[src/sv/oid_pkg.sv]
// ----------------------------------------------------------------------------
// OID decoder package
// Shared widths, status codes and result types of the OID sub-identifier
// decoder.
// ----------------------------------------------------------------------------
package oid_pkg;

  localparam int OctetW   = 8;
  localparam int ArcW     = 28;
  localparam int StatusW  = 2;
  // First sub-identifier split point between the top-level arcs.
  localparam int ArcSplit = 40;

  typedef enum logic [StatusW-1:0] {
    StatusOk       = 2'd0,
    StatusBadSubid = 2'd1,
    StatusTooFew   = 2'd2
  } status_e;

  typedef struct packed {
    logic [ArcW-1:0] arc;
    logic            final_res;
    status_e         status;
  } result_t;

  // Results produced by one input byte: num is 0, 1 or 2.
  typedef struct packed {
    logic [1:0] num;
    result_t    r0;
    result_t    r1;
  } pair_t;

endpackage

[src/sv/oid_in_if.sv]
// ----------------------------------------------------------------------------
// OID input channel
// Valid/ready channel carrying one content byte and its last flag.
// ----------------------------------------------------------------------------
interface oid_in_if;
  logic                        valid;
  logic                        ready;
  logic [oid_pkg::OctetW-1:0]  octet;
  logic                        last;

  modport source (output valid, output octet, output last, input ready);
  modport sink   (input valid, input octet, input last, output ready);
endinterface

[src/sv/oid_out_if.sv]
// ----------------------------------------------------------------------------
// OID result channel
// Valid/ready channel carrying one decoded arc with final flag and status.
// ----------------------------------------------------------------------------
interface oid_out_if;
  logic                         valid;
  logic                         ready;
  logic [oid_pkg::ArcW-1:0]     arc;
  logic                         final_res;
  logic [oid_pkg::StatusW-1:0]  status;

  modport source (output valid, output arc, output final_res, output status, input ready);
  modport sink   (input valid, input arc, input final_res, input status, output ready);
endinterface

[src/sv/oid_core.sv]
// ----------------------------------------------------------------------------
// OID decoder core
// Input register and per-byte decode: base-128 gathering, first
// sub-identifier split and error tracking.
// ----------------------------------------------------------------------------
module oid_core #(
  parameter int MaxSubidBytes = 4
) (
  input  logic                       clk_i,
  input  logic                       rst_ni,
  input  logic                       in_valid_i,
  output logic                       in_ready_o,
  input  logic [oid_pkg::OctetW-1:0] octet_i,
  input  logic                       last_i,
  input  logic                       buf_ready_i,
  output oid_pkg::pair_t             push_o
);
  import oid_pkg::*;

  localparam int CntW = $clog2(MaxSubidBytes + 1);
  localparam logic [CntW-1:0] CntMax = CntW'(MaxSubidBytes);
  localparam logic [ArcW-1:0] Split1 = ArcW'(ArcSplit);
  localparam logic [ArcW-1:0] Split2 = ArcW'(2 * ArcSplit);

  logic              in_valid_q;
  logic [OctetW-1:0] octet_q;
  logic              last_q;
  logic              fire;

  logic [ArcW-1:0]   acc_q, acc_d;
  logic [CntW-1:0]   cnt_q, cnt_d;
  logic              first_q, first_d;
  status_e           err_q, err_d;
  logic [ArcW-1:0]   shifted;
  pair_t             push;

  assign fire       = in_valid_q && buf_ready_i;
  assign in_ready_o = !in_valid_q || buf_ready_i;

  always_ff @(posedge clk_i or negedge rst_ni) begin
    if (!rst_ni) begin
      in_valid_q <= 1'b0;
    end else if (in_valid_i && in_ready_o) begin
      in_valid_q <= 1'b1;
    end else if (fire) begin
      in_valid_q <= 1'b0;
    end
  end

  always_ff @(posedge clk_i) begin
    if (in_valid_i && in_ready_o) begin
      octet_q <= octet_i;
      last_q  <= last_i;
    end
  end

  assign shifted = {acc_q[ArcW-8:0], octet_q[6:0]};

  always_comb begin
    acc_d   = acc_q;
    cnt_d   = cnt_q;
    first_d = first_q;
    err_d   = err_q;
    push    = '0;
    if (err_q == StatusOk) begin
      if (octet_q[7]) begin
        acc_d = shifted;
        if (cnt_q < CntMax) begin
          cnt_d = cnt_q + CntW'(1);
        end
        // A continuation byte on the last byte leaves the sub-identifier open.
        if (cnt_d == CntMax || last_q) begin
          err_d = StatusBadSubid;
        end
      end else begin
        acc_d = '0;
        cnt_d = '0;
        if (!first_q) begin
          first_d = 1'b1;
          if (last_q) begin
            err_d = StatusTooFew;
          end else begin
            push.num = 2'd2;
            if (shifted < Split1) begin
              push.r0.arc = ArcW'(0);
              push.r1.arc = shifted;
            end else if (shifted < Split2) begin
              push.r0.arc = ArcW'(1);
              push.r1.arc = shifted - Split1;
            end else begin
              push.r0.arc = ArcW'(2);
              push.r1.arc = shifted - Split2;
            end
          end
        end else begin
          push.num          = 2'd1;
          push.r0.arc       = shifted;
          push.r0.final_res = last_q;
        end
      end
    end
    if (last_q) begin
      if (err_d != StatusOk) begin
        push.num          = 2'd1;
        push.r0.arc       = '0;
        push.r0.final_res = 1'b1;
        push.r0.status    = err_d;
      end
      acc_d   = '0;
      cnt_d   = '0;
      first_d = 1'b0;
      err_d   = StatusOk;
    end
    if (!fire) begin
      push.num = 2'd0;
    end
  end

  assign push_o = push;

  always_ff @(posedge clk_i or negedge rst_ni) begin
    if (!rst_ni) begin
      acc_q   <= '0;
      cnt_q   <= '0;
      first_q <= 1'b0;
      err_q   <= StatusOk;
    end else if (fire) begin
      acc_q   <= acc_d;
      cnt_q   <= cnt_d;
      first_q <= first_d;
      err_q   <= err_d;
    end
  end

  // The closing byte returns every piece of decode state to its reset value.
  a_last_clears : assert property (@(posedge clk_i) disable iff (!rst_ni)
    (fire && last_q) |=> (acc_q == '0 && cnt_q == '0 && !first_q && err_q == StatusOk))
    else $error("decode state not cleared after last byte");

  // An error result is always final and carries a zero arc.
  a_err_result : assert property (@(posedge clk_i) disable iff (!rst_ni)
    (push.num != 2'd0 && push.r0.status != StatusOk) |->
      (push.r0.final_res && push.r0.arc == '0))
    else $error("error result malformed");

  // The two arcs of the first sub-identifier are never final.
  a_pair_not_final : assert property (@(posedge clk_i) disable iff (!rst_ni)
    (push.num == 2'd2) |-> (!push.r0.final_res && !push.r1.final_res && push.r0.arc <= 2))
    else $error("first sub-identifier split malformed");

endmodule

[src/sv/oid_rbuf.sv]
// ----------------------------------------------------------------------------
// OID result buffer
// Three-entry result queue that takes up to two results per byte and hands
// them out one per request.
// ----------------------------------------------------------------------------
module oid_rbuf (
  input  logic             clk_i,
  input  logic             rst_ni,
  input  oid_pkg::pair_t   push_i,
  output logic             ready_o,
  output logic             out_valid_o,
  input  logic             out_ready_i,
  output oid_pkg::result_t head_o
);
  import oid_pkg::*;

  localparam int Depth = 3;

  result_t    slot_q [Depth];
  result_t    slot_d [Depth];
  result_t    sh     [Depth];
  logic [1:0] cnt_q, cnt_d;
  logic [1:0] base;
  logic       pop;

  assign pop         = (cnt_q != 2'd0) && out_ready_i;
  assign ready_o     = !cnt_q[1];
  assign out_valid_o = cnt_q != 2'd0;
  assign head_o      = slot_q[0];
  assign base        = cnt_q - {1'b0, pop};
  assign cnt_d       = base + push_i.num;

  always_comb begin
    for (int i = 0; i < Depth; i++) begin
      sh[i] = slot_q[i];
    end
    if (pop) begin
      for (int i = 0; i < Depth - 1; i++) begin
        sh[i] = slot_q[i+1];
      end
    end
    for (int i = 0; i < Depth; i++) begin
      slot_d[i] = sh[i];
      if (push_i.num != 2'd0 && base == 2'(i)) begin
        slot_d[i] = push_i.r0;
      end
      if (push_i.num == 2'd2 && (base + 2'd1) == 2'(i)) begin
        slot_d[i] = push_i.r1;
      end
    end
  end

  always_ff @(posedge clk_i or negedge rst_ni) begin
    if (!rst_ni) begin
      cnt_q <= '0;
    end else begin
      cnt_q <= cnt_d;
    end
  end

  always_ff @(posedge clk_i) begin
    for (int i = 0; i < Depth; i++) begin
      slot_q[i] <= slot_d[i];
    end
  end

  // The decoder only writes while there is room for a full pair.
  a_push_room : assert property (@(posedge clk_i) disable iff (!rst_ni)
    (push_i.num != 2'd0) |-> ready_o)
    else $error("result pushed into a full buffer");

  // Occupancy moves by the pushed count less one per handed-out result.
  a_count : assert property (@(posedge clk_i) disable iff (!rst_ni)
    1'b1 |=> (cnt_q == $past(cnt_q) + $past(push_i.num) - {1'b0, $past(pop)}))
    else $error("result count out of step");

endmodule

[src/sv/oid_subidentifier_decoder.sv]
// ----------------------------------------------------------------------------
// OID sub-identifier decoder
// Decodes DER object identifier content bytes into arcs with a final status.
// ----------------------------------------------------------------------------
// One content byte is taken per cycle while the result buffer has room. A byte
// is registered on entry and decoded into a three-entry result buffer once that
// buffer has room for two results. Each byte gives zero or one result, except
// the byte that ends the first sub-identifier, which, unless it is the last
// byte, gives its two arcs; those are handed out one at a time, so the byte
// after it may wait for room. The result with final_res set closes the
// identifier; a nonzero status there means the arcs already delivered for
// that identifier are to be dropped. MaxSubidBytes (2 to 9) bounds the
// bytes of one sub-identifier; the arc keeps the low 28 bits.
module oid_subidentifier_decoder #(
  parameter int MaxSubidBytes = 4
) (
  input  logic      clk_i,
  input  logic      rst_ni,
  oid_in_if.sink    in_i,
  oid_out_if.source out_o
);
  import oid_pkg::*;

  pair_t   push;
  logic    buf_ready;
  result_t head;

  oid_core #(
    .MaxSubidBytes(MaxSubidBytes)
  ) u_core (
    .clk_i      (clk_i),
    .rst_ni     (rst_ni),
    .in_valid_i (in_i.valid),
    .in_ready_o (in_i.ready),
    .octet_i    (in_i.octet),
    .last_i     (in_i.last),
    .buf_ready_i(buf_ready),
    .push_o     (push)
  );

  oid_rbuf u_rbuf (
    .clk_i      (clk_i),
    .rst_ni     (rst_ni),
    .push_i     (push),
    .ready_o    (buf_ready),
    .out_valid_o(out_o.valid),
    .out_ready_i(out_o.ready),
    .head_o     (head)
  );

  assign out_o.arc       = head.arc;
  assign out_o.final_res = head.final_res;
  assign out_o.status    = head.status;

endmodule

[src/flat_wrapper.sv]
// flat-port wrapper written by rule: the top's interface ports become plain ports
module oid_subidentifier_decoder_flat import oid_pkg::*;
#(
  parameter int MaxSubidBytes = 4
)
  (clk_i, rst_ni, in_i_valid, in_i_octet, in_i_last, in_i_ready, out_o_valid, out_o_arc, out_o_final_res, out_o_status, out_o_ready);
  oid_in_if in_i_i ();
  oid_out_if out_o_i ();
  input  logic clk_i;
  input  logic rst_ni;
  input wire logic [$bits(in_i_i.valid)-1:0] in_i_valid;
  input wire logic [$bits(in_i_i.octet)-1:0] in_i_octet;
  input wire logic [$bits(in_i_i.last)-1:0] in_i_last;
  output wire logic [$bits(in_i_i.ready)-1:0] in_i_ready;
  output wire logic [$bits(out_o_i.valid)-1:0] out_o_valid;
  output wire logic [$bits(out_o_i.arc)-1:0] out_o_arc;
  output wire logic [$bits(out_o_i.final_res)-1:0] out_o_final_res;
  output wire logic [$bits(out_o_i.status)-1:0] out_o_status;
  input wire logic [$bits(out_o_i.ready)-1:0] out_o_ready;
  assign in_i_i.valid = in_i_valid;
  assign in_i_i.octet = in_i_octet;
  assign in_i_i.last = in_i_last;
  assign in_i_ready = in_i_i.ready;
  assign out_o_valid = out_o_i.valid;
  assign out_o_arc = out_o_i.arc;
  assign out_o_final_res = out_o_i.final_res;
  assign out_o_status = out_o_i.status;
  assign out_o_i.ready = out_o_ready;
  oid_subidentifier_decoder #(.MaxSubidBytes(MaxSubidBytes)) u_core (.clk_i(clk_i), .rst_ni(rst_ni), .in_i(in_i_i), .out_o(out_o_i));
endmodule
[config.mk]
export PLATFORM = sky130hd
export DESIGN_NAME = oid_subidentifier_decoder_flat
export DESIGN_NICKNAME = d
export VERILOG_FILES = /design/src/sv/oid_pkg.sv /design/src/sv/oid_in_if.sv /design/src/sv/oid_out_if.sv /design/src/sv/oid_core.sv /design/src/sv/oid_rbuf.sv /design/src/sv/oid_subidentifier_decoder.sv /design/src/flat_wrapper.sv
export SDC_FILE = /design/constraint.sdc
export NUM_CORES = 1
export LEC_CHECK = 0
export BUFFER_PORTS_ARGS = -buffer_cell sky130_fd_sc_hd__buf_4
export CAP_MARGIN = 20
export CORE_MARGIN = 2
export CORE_UTILIZATION = 49
export DETAILED_ROUTE_END_ITERATION = 10
export PLACE_DENSITY = 0.68
export SLEW_MARGIN = 20
export SYNTH_ARGS = -nofsm -noshare
export SYNTH_HDL_FRONTEND = slang
export SYNTH_SLANG_ARGS = --single-unit
[constraint.sdc]
create_clock -name clk_i -period 5.7 [get_ports clk_i]
set_clock_uncertainty 0.05 [all_clocks]
set_input_delay 1.71 -clock clk_i [delete_from_list [all_inputs] [get_ports clk_i]]
set_output_delay 1.71 -clock clk_i [all_outputs]
set_load 0.005 [all_outputs]
==> results of run 1 <==
[flip-flops by register name, summed over array words and instances, names as in the netlist]
name and count:
u_core.u_core.acc_q 21, u_core.u_core.cnt_q 3, u_core.u_core.err_q 2, u_core.u_core.first_q 1, u_core.u_core.in_valid_q 1, u_core.u_core.last_q 1
u_core.u_core.octet_q 8, u_core.u_rbuf.cnt_q 2, u_core.u_rbuf.slot_q 93
[area by class of cell]
class	instances	area [sq um]
Multi-Input combinational cell	558	3222
Clock buffer	29	543.0
Tap cell	184	230.2
Inverter	16	60.06
Timing Repair Buffer	65	513.0
Fill cell	1281	6147
Clock inverter	3	40.04
Sequential cell	132	3724
[cells by family (layout without fill, tap and decap cells)]
family	count (synthesis)	in the layout	share of synthesized area
simple gates	271	271	0.1763
fa+ha+maj	7	7	0.01207
flops	132	132	0.5134
buf+inv	84	113	0.04778
xor+xnor	13	13	0.01570
compound gates	256	256	0.2191
mux	11	11	0.01570
[through the flow]
| step | total power, uW | util | setup slack [ps] |
|---|---|---|---|
| after floorplan | 3153 | - | 1191 |
| after global placement | 3847 | 0.5352 | 1035 |
| after detailed placement | 3909 | 0.5352 | 937.9 |
| after CTS | 5004 | 0.5754 | 1347 |
| after global routing | 5338 | 0.5754 | 1153 |
| final | 5040 | 0.5754 | 1292 |
[report_power, final]
| group | switching (uW) | internal, uW |
|---|---|---|
| clock | 395 | 686 |
| combinational | 1440 | 781 |
| sequential | 266 | 1470 |
[metal layers]
layer  share of wire  track usage
met5               0            0
met4           0.030       0.1163
met1            0.43       0.3672
met2            0.44       0.3870
met3           0.097      0.06839
[placed cells by master, fill, tap and decap left out, types with 5 or more instances in the layout]
master | Yosys | layout
a31oi_1 | 10 | 10
nor4_1 | 6 | 6
nand2_1 | 120 | 120
o21a_1 | 5 | 5
or3_1 | 15 | 15
nand4_1 | 7 | 7
nor3_1 | 16 | 15
buf_4 | 2 | 63
clkbuf_16 | 0 | 19
dfrtp_1 | 30 | 30
edfxtp_1 | 93 | 93
and2_1 | 5 | 5
and3_1 | 5 | 5
a211oi_1 | 30 | 30
a21oi_1 | 59 | 59
o211ai_1 | 11 | 11
nor2_1 | 65 | 65
inv_1 | 15 | 15
xnor2_1 | 9 | 9
dfxtp_1 | 9 | 9
o31ai_1 | 8 | 8
nor2b_1 | 6 | 6
mux2i_1 | 8 | 8
clkbuf_1 | 56 | 7
a21o_1 | 6 | 6
ha_1 | 7 | 7
o21ai_0 | 86 | 86
[worst paths after layout]
kind	from	to	slack, ps	depth (start not counted)
max in group asynchronous	rst_ni	u_core.u_core.acc_q[17]	4140	1
max reg2reg	u_core.u_rbuf.cnt_q[1]	u_core.u_rbuf.slot_q[0][27]	1850	9
max	out_o_ready	u_core.u_rbuf.slot_q[0][27]	1290	9
min in group asynchronous	rst_ni	u_core.u_core.in_valid_q	1160	1
min	u_core.u_rbuf.slot_q[0][63]	u_core.u_rbuf.slot_q[0][63]	440	2
min reg2reg	u_core.u_rbuf.slot_q[0][63]	u_core.u_rbuf.slot_q[0][63]	440	2
[worst max-delay path: cells and delay by family]
family / cells / cell delay (ps)
buffers and inverters: 4 / 840
adders and majority gates: 1 / 460
and+or+nand+nor: 4 / 1500
==> flow_summary.json, run 1 <==
{
  "dr.pass1.iters": 5,
  "final_cell_area_sq_mm": 0.008332,
  "num_io_pins": 46,
  "slew_viol_final": 0,
  "diodes": 0,
  "end_kind": "flop",
  "clk_path_buf_depth": 2,
  "yosysTopAreaCell": "edfxtp_1",
  "postCtsHoldBufs": 0,
  "yosys-top-cells-count": "nand2_1 (120), edfxtp_1 (93), o21ai_0 (86), nor2_1 (65), a21oi_1 (59)",
  "viasPerCell": 6.238,
  "cts.clk_slew.worst_paths_ps": 50,
  "post_cts_resized": 0,
  "routedWlPerCell_um": 20.46,
  "status": "complete, no violations",
  "wl_um": 20190,
  "yosys_warnings": 0,
  "p_leak_uw": 0.003148,
  "area_growth_pct": 14.87,
  "die_x_um": 125.7,
  "crit_chain": "buf_4 -> nand2_1 -> inv_1 -> ha_1 -> clkinv_1 -> nand4_1 -> and2_1 -> nand2_1 -> buf_12",
  "tritoncts": "built",
  "slowest_stage": "nand2_1",
  "fmax_mhz": 226.9,
  "drt_iter0_markers": 731,
  "cp.arrival_ps": 4530,
  "path_class": "primary input to flop",
  "syn_area_sq_mm": 0.007253,
  "hold_class": "flop to flop",
  "rows": 44,
  "drive_gt1_frac": 0.1445,
  "synth_cell_types": 65,
  "grt_pass1_vias": 5988,
  "cts.htree.levels": 4,
  "setup_viol_count_final": 0,
  "hold_violations": 0,
  "rsz0062_at_grt": "false",
  "ant_nets": 0,
  "synth.most_common_cell": "nand2_1",
  "cts_buffers": 17,
  "place_area_sq_mm": 0.007749,
  "port_buffers": 45,
  "antenna_found_initial": 0,
  "start_kind": "primary input",
  "ir_drop_v": 0.0003068,
  "synth_area_leaders": "edfxtp_1 (39%), dfrtp_1 (10%), nand2_1 (6.2%)",
  "final_cells": 987,
  "place.gp.congestion": 0.9754,
  "power.density_mw_per_mm2": 604.9,
  "fin_crit_ps": 4408,
  "dp_hpwl_um": 13940,
  "cts-root-buf": "clkbuf_16",
  "crit_path_frequent_cell": "nand2_1",
  "maxCapViolCount": 0,
  "min_period_over_period": 0.7733,
  "drc_errors": 0,
  "hold_ws_ps": 439.6,
  "critPathMaxStageDelay_ps": 510,
  "synth_top_area_share": 0.3850,
  "slew_headroom": 0.3660,
  "avgSynthCellArea_sq_um": 9.371,
  "tns_ps": 0,
  "worst_ep_required_time_ps": 5830,
  "dieHeight_um": 125.7,
  "fp.dieArea_sq_mm": 0.01579,
  "dp.cells": 955,
  "synthArstFlopShare": 0.2273,
  "synth_top_flop_cell": "edfxtp_1",
  "seq_area_frac_synth": 0.5134,
  "nNetsFinal": 810,
  "grt_pass1_wl_um": 32320,
  "cts_num_sinks": 132,
  "gr-total-overflow": 0,
  "grt_max_degree": 47,
  "track_usage": 0.2625,
  "syn_inst": 774,
  "synth_edf_count": 93,
  "synth_seq_cells": 132,
  "crit_path_max_fanout": 19,
  "clkLatencyLatePin_ps": 420,
  "start_util": 0.5010,
  "core_sq_mm": 0.01448,
  "post_cts_buffers": 0,
  "vias": 6157,
  "synth_fp_nets": 794,
  "tightest_slew_ps": 945.8
}
Note: power is estimated with default switching activity, not from simulation.
==> inputs of run 2 (changes only) <==
Settings changed: ABC_AREA set to 1, PLACE_DENSITY 0.68 to 0.7.
Clock period 5.7 ns to 3.67 ns, I/O delays scaled along.
==> run 2 against run 1 <==
  * Critical endpoint is now u_core.u_rbuf.slot_q[0][56]
  * Flip-flop and latch count is the same
  * Clock-buffer cell count is 6 lower
  * Total power rose by 65%
  * Largest cell class unchanged
==> flow_summary.json, run 2 <==
{
  "status": "complete, no violations",
  "final_cells": 1110,
  "tightest_slew_ps": 829.6,
  "cts.htree.levels": 4,
  "synth_cell_types": 48,
  "worst_ep_required_time_ps": 3740,
  "cts_buffers": 17,
  "crit_path_frequent_cell": "nand2_1",
  "nNetsFinal": 933,
  "largest_register_ffs": 93,
  "routedWlPerCell_um": 18.03,
  "slowest_stage": "nor2_4",
  "synth.most_common_cell": "nand2_1",
  "slew_headroom": 0.4469,
  "crit_cells": 10,
  "postCtsHoldBufs": 0,
  "p_leak_uw": 0.003493,
  "start_kind": "primary input",
  "seq_area_frac_synth": 0.5018,
  "critPathTopFamily": "simple AND/OR/NAND/NOR gates",
  "post_cts_buffers": 0,
  "top_register": "u_core.u_rbuf.slot_q",
  "synth_fp_nets": 890,
  "cp.arrival_ps": 2910,
  "clkLatencyLatePin_ps": 430,
  "vias": 6382,
  "layout_commonest_cell": "nand2_1",
  "cts_num_sinks": 132,
  "dp.cells": 1078,
  "dieHeight_um": 127.1,
  "crit_chain": "buf_4 -> nand2_1 -> clkinv_1 -> ha_1 -> xnor2_4 -> nand2_4 -> nor2_4 -> nor2_1 -> nand2_1 -> buf_12",
  "total_power_uw": 8318,
  "syn_area_sq_mm": 0.007421,
  "crit_buf_inv": 3,
  "critPathMaxStageDelay_ps": 350,
  "cts.clk_slew.worst_paths_ps": 50,
  "met3_usage": 0.04816,
  "yosys_warnings": 0,
  "fp.dieArea_sq_mm": 0.01615,
  "synth_seq_cells": 132,
  "wl_um": 20020,
  "final_cell_mix": "nand2_1 (184), o21ai_0 (95), edfxtp_1 (93)",
  "grt_max_degree": 48,
  "power.internal_uw": 4738,
  "reg_top3": "u_core.u_rbuf.slot_q (93), u_core.u_core.acc_q (21), u_core.u_core.octet_q (8)",
  "fill_cells": 1293,
  "rows": 44,
  "grt_pass1_wl_um": 31470,
  "seq_power_share": 0.318,
  "ir_drop_v": 0.0004470,
  "drive_gt1_frac": 0.1544,
  "min_period_over_period": 0.7754,
  "end_kind": "flop",
  "avgSynthCellArea_sq_um": 8.530,
  "path_class": "primary input to flop",
  "dp_hpwl_um": 14010,
  "hold_class": "flop to flop",
  "antenna_found_initial": 0,
  "post_cts_resized": 0,
  "synth_area_leaders": "edfxtp_1 (38%), dfrtp_1 (10%), nand2_1 (9.3%)",
  "power.density_mw_per_mm2": 973.3,
  "met1_usage": 0.3775,
  "r2r-end": "u_core.u_rbuf.slot_q[0][56]",
  "area_growth_pct": 15.17,
  "synthArstFlopShare": 0.2273,
  "drc_errors": 0,
  "port_buffers": 45,
  "rsz0062_at_grt": "false",
  "drt_iter0_markers": 660,
  "place.gp.congestion": 1.041,
  "hold_ws_ps": 409.3,
  "rrSetupSlack_ps": 930,
  "diodes": 0,
  "cts-root-buf": "clkbuf_16",
  "grt-busiest-layer": "met1",
  "grt_pass1_vias": 5697,
  "setup_viol_count_final": 0,
  "start_util": 0.5067,
  "crit_path_end": "u_core.u_rbuf.slot_q[0][56]",
  "synth_top_flop_cell": "edfxtp_1",
  "fin_crit_ps": 2846,
  "crit_path_max_fanout": 29,
  "maxCapViolCount": 0,
  "hold_violations": 0,
  "viasPerCell": 5.750,
  "rr_worst_depth": 11,
  "synth_top_area_share": 0.3763,
  "power_frac_comb": 0.478,
  "gr-total-overflow": 0,
  "tns_ps": 0,
  "num_io_pins": 46,
  "p_sw_frac": 0.4304,
  "tritoncts": "built",
  "grt_util_met2": 0.3741,
  "fmax_mhz": 351.4,
  "synth_edf_count": 93,
  "syn_inst": 870,
  "reg2reg_from": "u_core.u_rbuf.cnt_q[1]",
  "p_sw_uw": 3580,
  "slew_viol_final": 0,
  "dr.pass1.iters": 6,
  "clk_path_buf_depth": 2,
  "core_sq_mm": 0.01464,
  "die_x_um": 127.1,
  "track_usage": 0.2544,
  "yosysTopAreaCell": "edfxtp_1",
  "ant_nets": 0,
  "final_core_util": 0.5836,
  "yosys-top-cells-count": "nand2_1 (184), o21ai_0 (95), edfxtp_1 (93), nor2_1 (79), inv_1 (74)",
  "startpoint": "out_o_ready",
  "p_clk_frac": 0.204
}
==> run 2: changes by cell type in the layout (fill, tap and decap cells not counted), sizes merged, moves of 16 or more <==
cell / previous run / this run
nand2: 120 / 194
inv: 15 / 86
nand3: 2 / 66
o21ai: 90 / 130
a211oi: 31 / 1
nor2: 65 / 90
a21oi: 61 / 37
or3: 16 / 0
==> run 2: worst min path at each step <==
stage / end / slack, ps / depth (start not counted) / start
final: u_core.u_rbuf.slot_q[0][2] / 410 / 2 / u_core.u_rbuf.slot_q[0][2]
after global routing: u_core.u_rbuf.slot_q[0][1] / 430 / 2 / u_core.u_rbuf.slot_q[0][1]
after CTS: u_core.u_rbuf.slot_q[0][2] / 410 / 2 / u_core.u_rbuf.slot_q[0][2]
after detailed placement: u_core.u_rbuf.slot_q[0][2] / 400 / 2 / u_core.u_rbuf.slot_q[0][2]
after global placement: u_core.u_rbuf.slot_q[0][2] / 390 / 2 / u_core.u_rbuf.slot_q[0][2]
after floorplan: u_core.u_rbuf.slot_q[0][2] / 400 / 2 / u_core.u_rbuf.slot_q[0][2]
==> run 2: final cells by class <==
cell class | instances | area [sq um] | area share
Sequential cell | 132 | 3724 | 0.4357
Multi-Input combinational cell | 609 | 3127 | 0.3658
Timing Repair Buffer | 66 | 545.5 | 0.06383
Clock buffer | 23 | 488.0 | 0.05709
Inverter | 87 | 329.1 | 0.03850
Tap cell | 184 | 230.2 | 0.02694
Clock inverter | 9 | 103.9 | 0.01215
==> run 2: kinds of logic (layout without fill, tap and decap cells) <==
logic type      count (synthesis)  after routing  share of synthesized area
compound gates                213            213                     0.1590
flops                         132            132                     0.5018
simple gates                  376            376                     0.2317
xor+xnor                       13             13                    0.01888
fa+ha+maj                       7              7                    0.01180
buf+inv                       129            185                    0.07688
==> run 2: power groups by stage <==
stage	logic [uW]	registers, uW	clock network [uW]
floorplan	2770	2590	0
detailed placement	3910	2660	0
finish	3970	2640	1700
global placement	3850	2650	0
CTS	3930	2640	1710
global route	4390	2690	1780
==> run 2: routing by layer <==
layer | part of all wire | vias up
li1 | - | 3068
met1 | 0.46 | 2966
met2 | 0.44 | 312
met3 | 0.084 | 36
met4 | 0.025 | 0
met5 | 0 | -
==> run 2: tightest hold or removal path, delay by kind of cell, from the launching register on <==
| family | cells | cell delay (ps) |
|---|---|---|
| flops | 1 | 320 |
| simple gates | 1 | 50 |
| compound gates | 1 | 50 |
==> run 2: stage by stage <==
step	setup slack [ps]	cell area, sq um
CTS	816.5	8547
finish	824.3	8547
global placement	440.5	7955
detailed placement	387.5	7955
global route	610.4	8547
floorplan	175.3	7421
==> inputs of run 3 (changes only) <==
Clock period 3.67 ns to 2.4 ns, I/O delays scaled along.
==> run 3 against run 2 <==
  * Critical endpoint is now u_core.u_rbuf.slot_q[0][3]
  * Clock-buffer cell count fell by 5
  * Combinational power increased by 78%
  * Die area unchanged
==> flow_summary.json, run 3 (same netlist as run 2, synthesis figures left out) <==
{
  "tritoncts": "built",
  "start_util": 0.5067,
  "crit_chain": "inv_1 -> ha_1 -> inv_1 -> a21oi_4 -> nand3_4 -> nor2_8 -> nand2_2 -> o22ai_1 -> nand2_1 -> a22oi_1",
  "dp_hpwl_um": 15140,
  "drive_gt1_frac": 0.2138,
  "seq_power_share": 0.289,
  "place.gp.congestion": 1.053,
  "crit_path_frequent_cell": "inv_1",
  "drt_iter0_markers": 735,
  "cp.arrival_ps": 2520,
  "postCtsHoldBufs": 0,
  "vias": 6598,
  "power.density_mw_per_mm2": 1501,
  "cts_buffers": 17,
  "reg2reg_from": "u_core.u_core.octet_q[4]",
  "p_clk_frac": 0.197,
  "seqCellArea_sq_mm": 0.003724,
  "core_sq_mm": 0.01464,
  "startpoint": "u_core.u_core.octet_q[4]",
  "crit_path_end": "u_core.u_rbuf.slot_q[0][3]",
  "place_area_sq_mm": 0.008463,
  "worst_ep_required_time_ps": 2610,
  "routedWlPerCell_um": 18.05,
  "fill_cells": 1258,
  "final_cells": 1157,
  "rr_worst_depth": 10,
  "post_cts_buffers": 0,
  "clkLatencyLatePin_ps": 430,
  "crit_cells": 10,
  "wl_um": 20880,
  "end_kind": "flop",
  "fin_crit_ps": 2308,
  "nNetsFinal": 980,
  "critPathMaxStageDelay_ps": 390,
  "setup_viol_count_final": 0,
  "power.internal_uw": 7816,
  "track_usage": 0.2658,
  "grt_max_degree": 48,
  "hold_class": "primary input to asynchronous set/reset pin",
  "crit_path_max_fanout": 9,
  "diodes": 0,
  "port_buffers": 45,
  "ant_nets": 0,
  "clk_path_buf_depth": 2,
  "top_register": "u_core.u_rbuf.slot_q",
  "start_kind": "flop",
  "p_sw_frac": 0.4296,
  "fp.dieArea_sq_mm": 0.01615,
  "p_leak_uw": 0.003765,
  "cts_num_sinks": 132,
  "min_period_over_period": 0.9619,
  "dieHeight_um": 127.1,
  "crit_buf_inv": 2,
  "power_frac_comb": 0.515,
  "rsz0062_at_grt": "false",
  "layout_commonest_cell": "nand2_1",
  "dr.pass1.iters": 8,
  "final_cell_area_sq_mm": 0.009126,
  "slew_viol_final": 0,
  "maxCapViolCount": 0,
  "p_sw_uw": 5886,
  "hold_ws_ps": 176.0,
  "cts.htree.levels": 4,
  "cts.clk_slew.worst_paths_ps": 60,
  "total_power_uw": 13700,
  "slowest_stage": "edfxtp_1",
  "area_growth_pct": 22.98,
  "rrSetupSlack_ps": 90,
  "status": "complete, no violations",
  "grt_pass1_vias": 5969,
  "slew_headroom": 0.5537,
  "critPathTopFamily": "compound AO/OA/AOI/OAI gates",
  "tightest_slew_ps": 668.8,
  "grt_pass1_wl_um": 32780,
  "antenna_found_initial": 0,
  "gr-total-overflow": 0,
  "die_x_um": 127.1,
  "ir_drop_v": 0.0009249,
  "fmax_mhz": 433.2,
  "cts-root-buf": "clkbuf_16",
  "drc_errors": 0,
  "final_cell_mix": "nand2_1 (179), buf_4 (102), o21ai_0 (93), edfxtp_1 (93), nor2_1 (76)",
  "r2r-end": "u_core.u_rbuf.slot_q[0][3]",
  "rows": 44,
  "path_class": "flop to flop",
  "viasPerCell": 5.703,
  "multiInputGateArea_sq_mm": 0.003231,
  "largest_register_ffs": 93,
  "dp.cells": 1125,
  "reg_top3": "u_core.u_rbuf.slot_q (93), u_core.u_core.acc_q (21), u_core.u_core.octet_q (8)",
  "num_io_pins": 46,
  "hold_violations": 0
}
run 3: how the worst min path moves through the flow:
stage | start | depth (start not counted) | slack [ps] | end
floorplan | rst_ni | 0 | 370 | u_core.u_core.acc_q[0]
global placement | u_core.u_rbuf.slot_q[0][0] | 2 | 400 | u_core.u_rbuf.slot_q[0][0]
detailed placement | u_core.u_rbuf.slot_q[0][1] | 2 | 400 | u_core.u_rbuf.slot_q[0][1]
CTS | rst_ni | 1 | 180 | u_core.u_core.acc_q[6]
global route | rst_ni | 1 | 210 | u_core.u_core.acc_q[4]
finish | rst_ni | 1 | 180 | u_core.u_core.acc_q[1]
run 3: worst reg2reg max path, cell delays in order (launching register included):
cell      delay [ps]
edfxtp_1         390
inv_1             90
ha_1             150
inv_1             70
a21oi_4          190
nand3_4          140
nor2_8           230
nand2_2          150
o22ai_1          390
nand2_1          110
a22oi_1          190
run 3: power groups by stage:
stage / clock network [uW] / registers, uW / logic (uW)
after global routing: 2810 / 4020 / 7700
after CTS: 2710 / 3950 / 6810
after global placement: 0 / 3970 / 6690
after floorplan: 0 / 3940 / 4320
final: 2690 / 3960 / 7050
after detailed placement: 0 / 3990 / 6760
run 3: area by class of cell:
type / instances / area share
inverters: 87 / 0.03825
flip-flops and latches: 132 / 0.4080
clock buffers: 18 / 0.04703
multi-input cells: 609 / 0.3540
clock inverters: 14 / 0.01947
well taps: 184 / 0.02523
repair buffers: 113 / 0.1080
run 3: metal layers:
metal | track usage | part of all wire | vias up
met5 | 0.01858 | 0.0017 | -
met4 | 0.1028 | 0.025 | 2
met3 | 0.03978 | 0.079 | 49
met2 | 0.3953 | 0.44 | 335
met1 | 0.3930 | 0.45 | 3039
li1 | - | - | 3173
run 3: repair_timing:
action                     in CTS  in global routing
hold endpoints to repair        0                  0
setup endpoints to repair       0                 21
gates resized for setup         0                 14
run 3: through the flow:
stage	util	setup WS, ps	setup TNS (ps)
global placement	0.5779	-48.76	-2226
floorplan	-	-213.6	-4425
CTS	0.6194	82.18	0
finish	0.6232	91.50	0
detailed placement	0.5779	-121.2	-5962
global route	0.6232	12.80	0
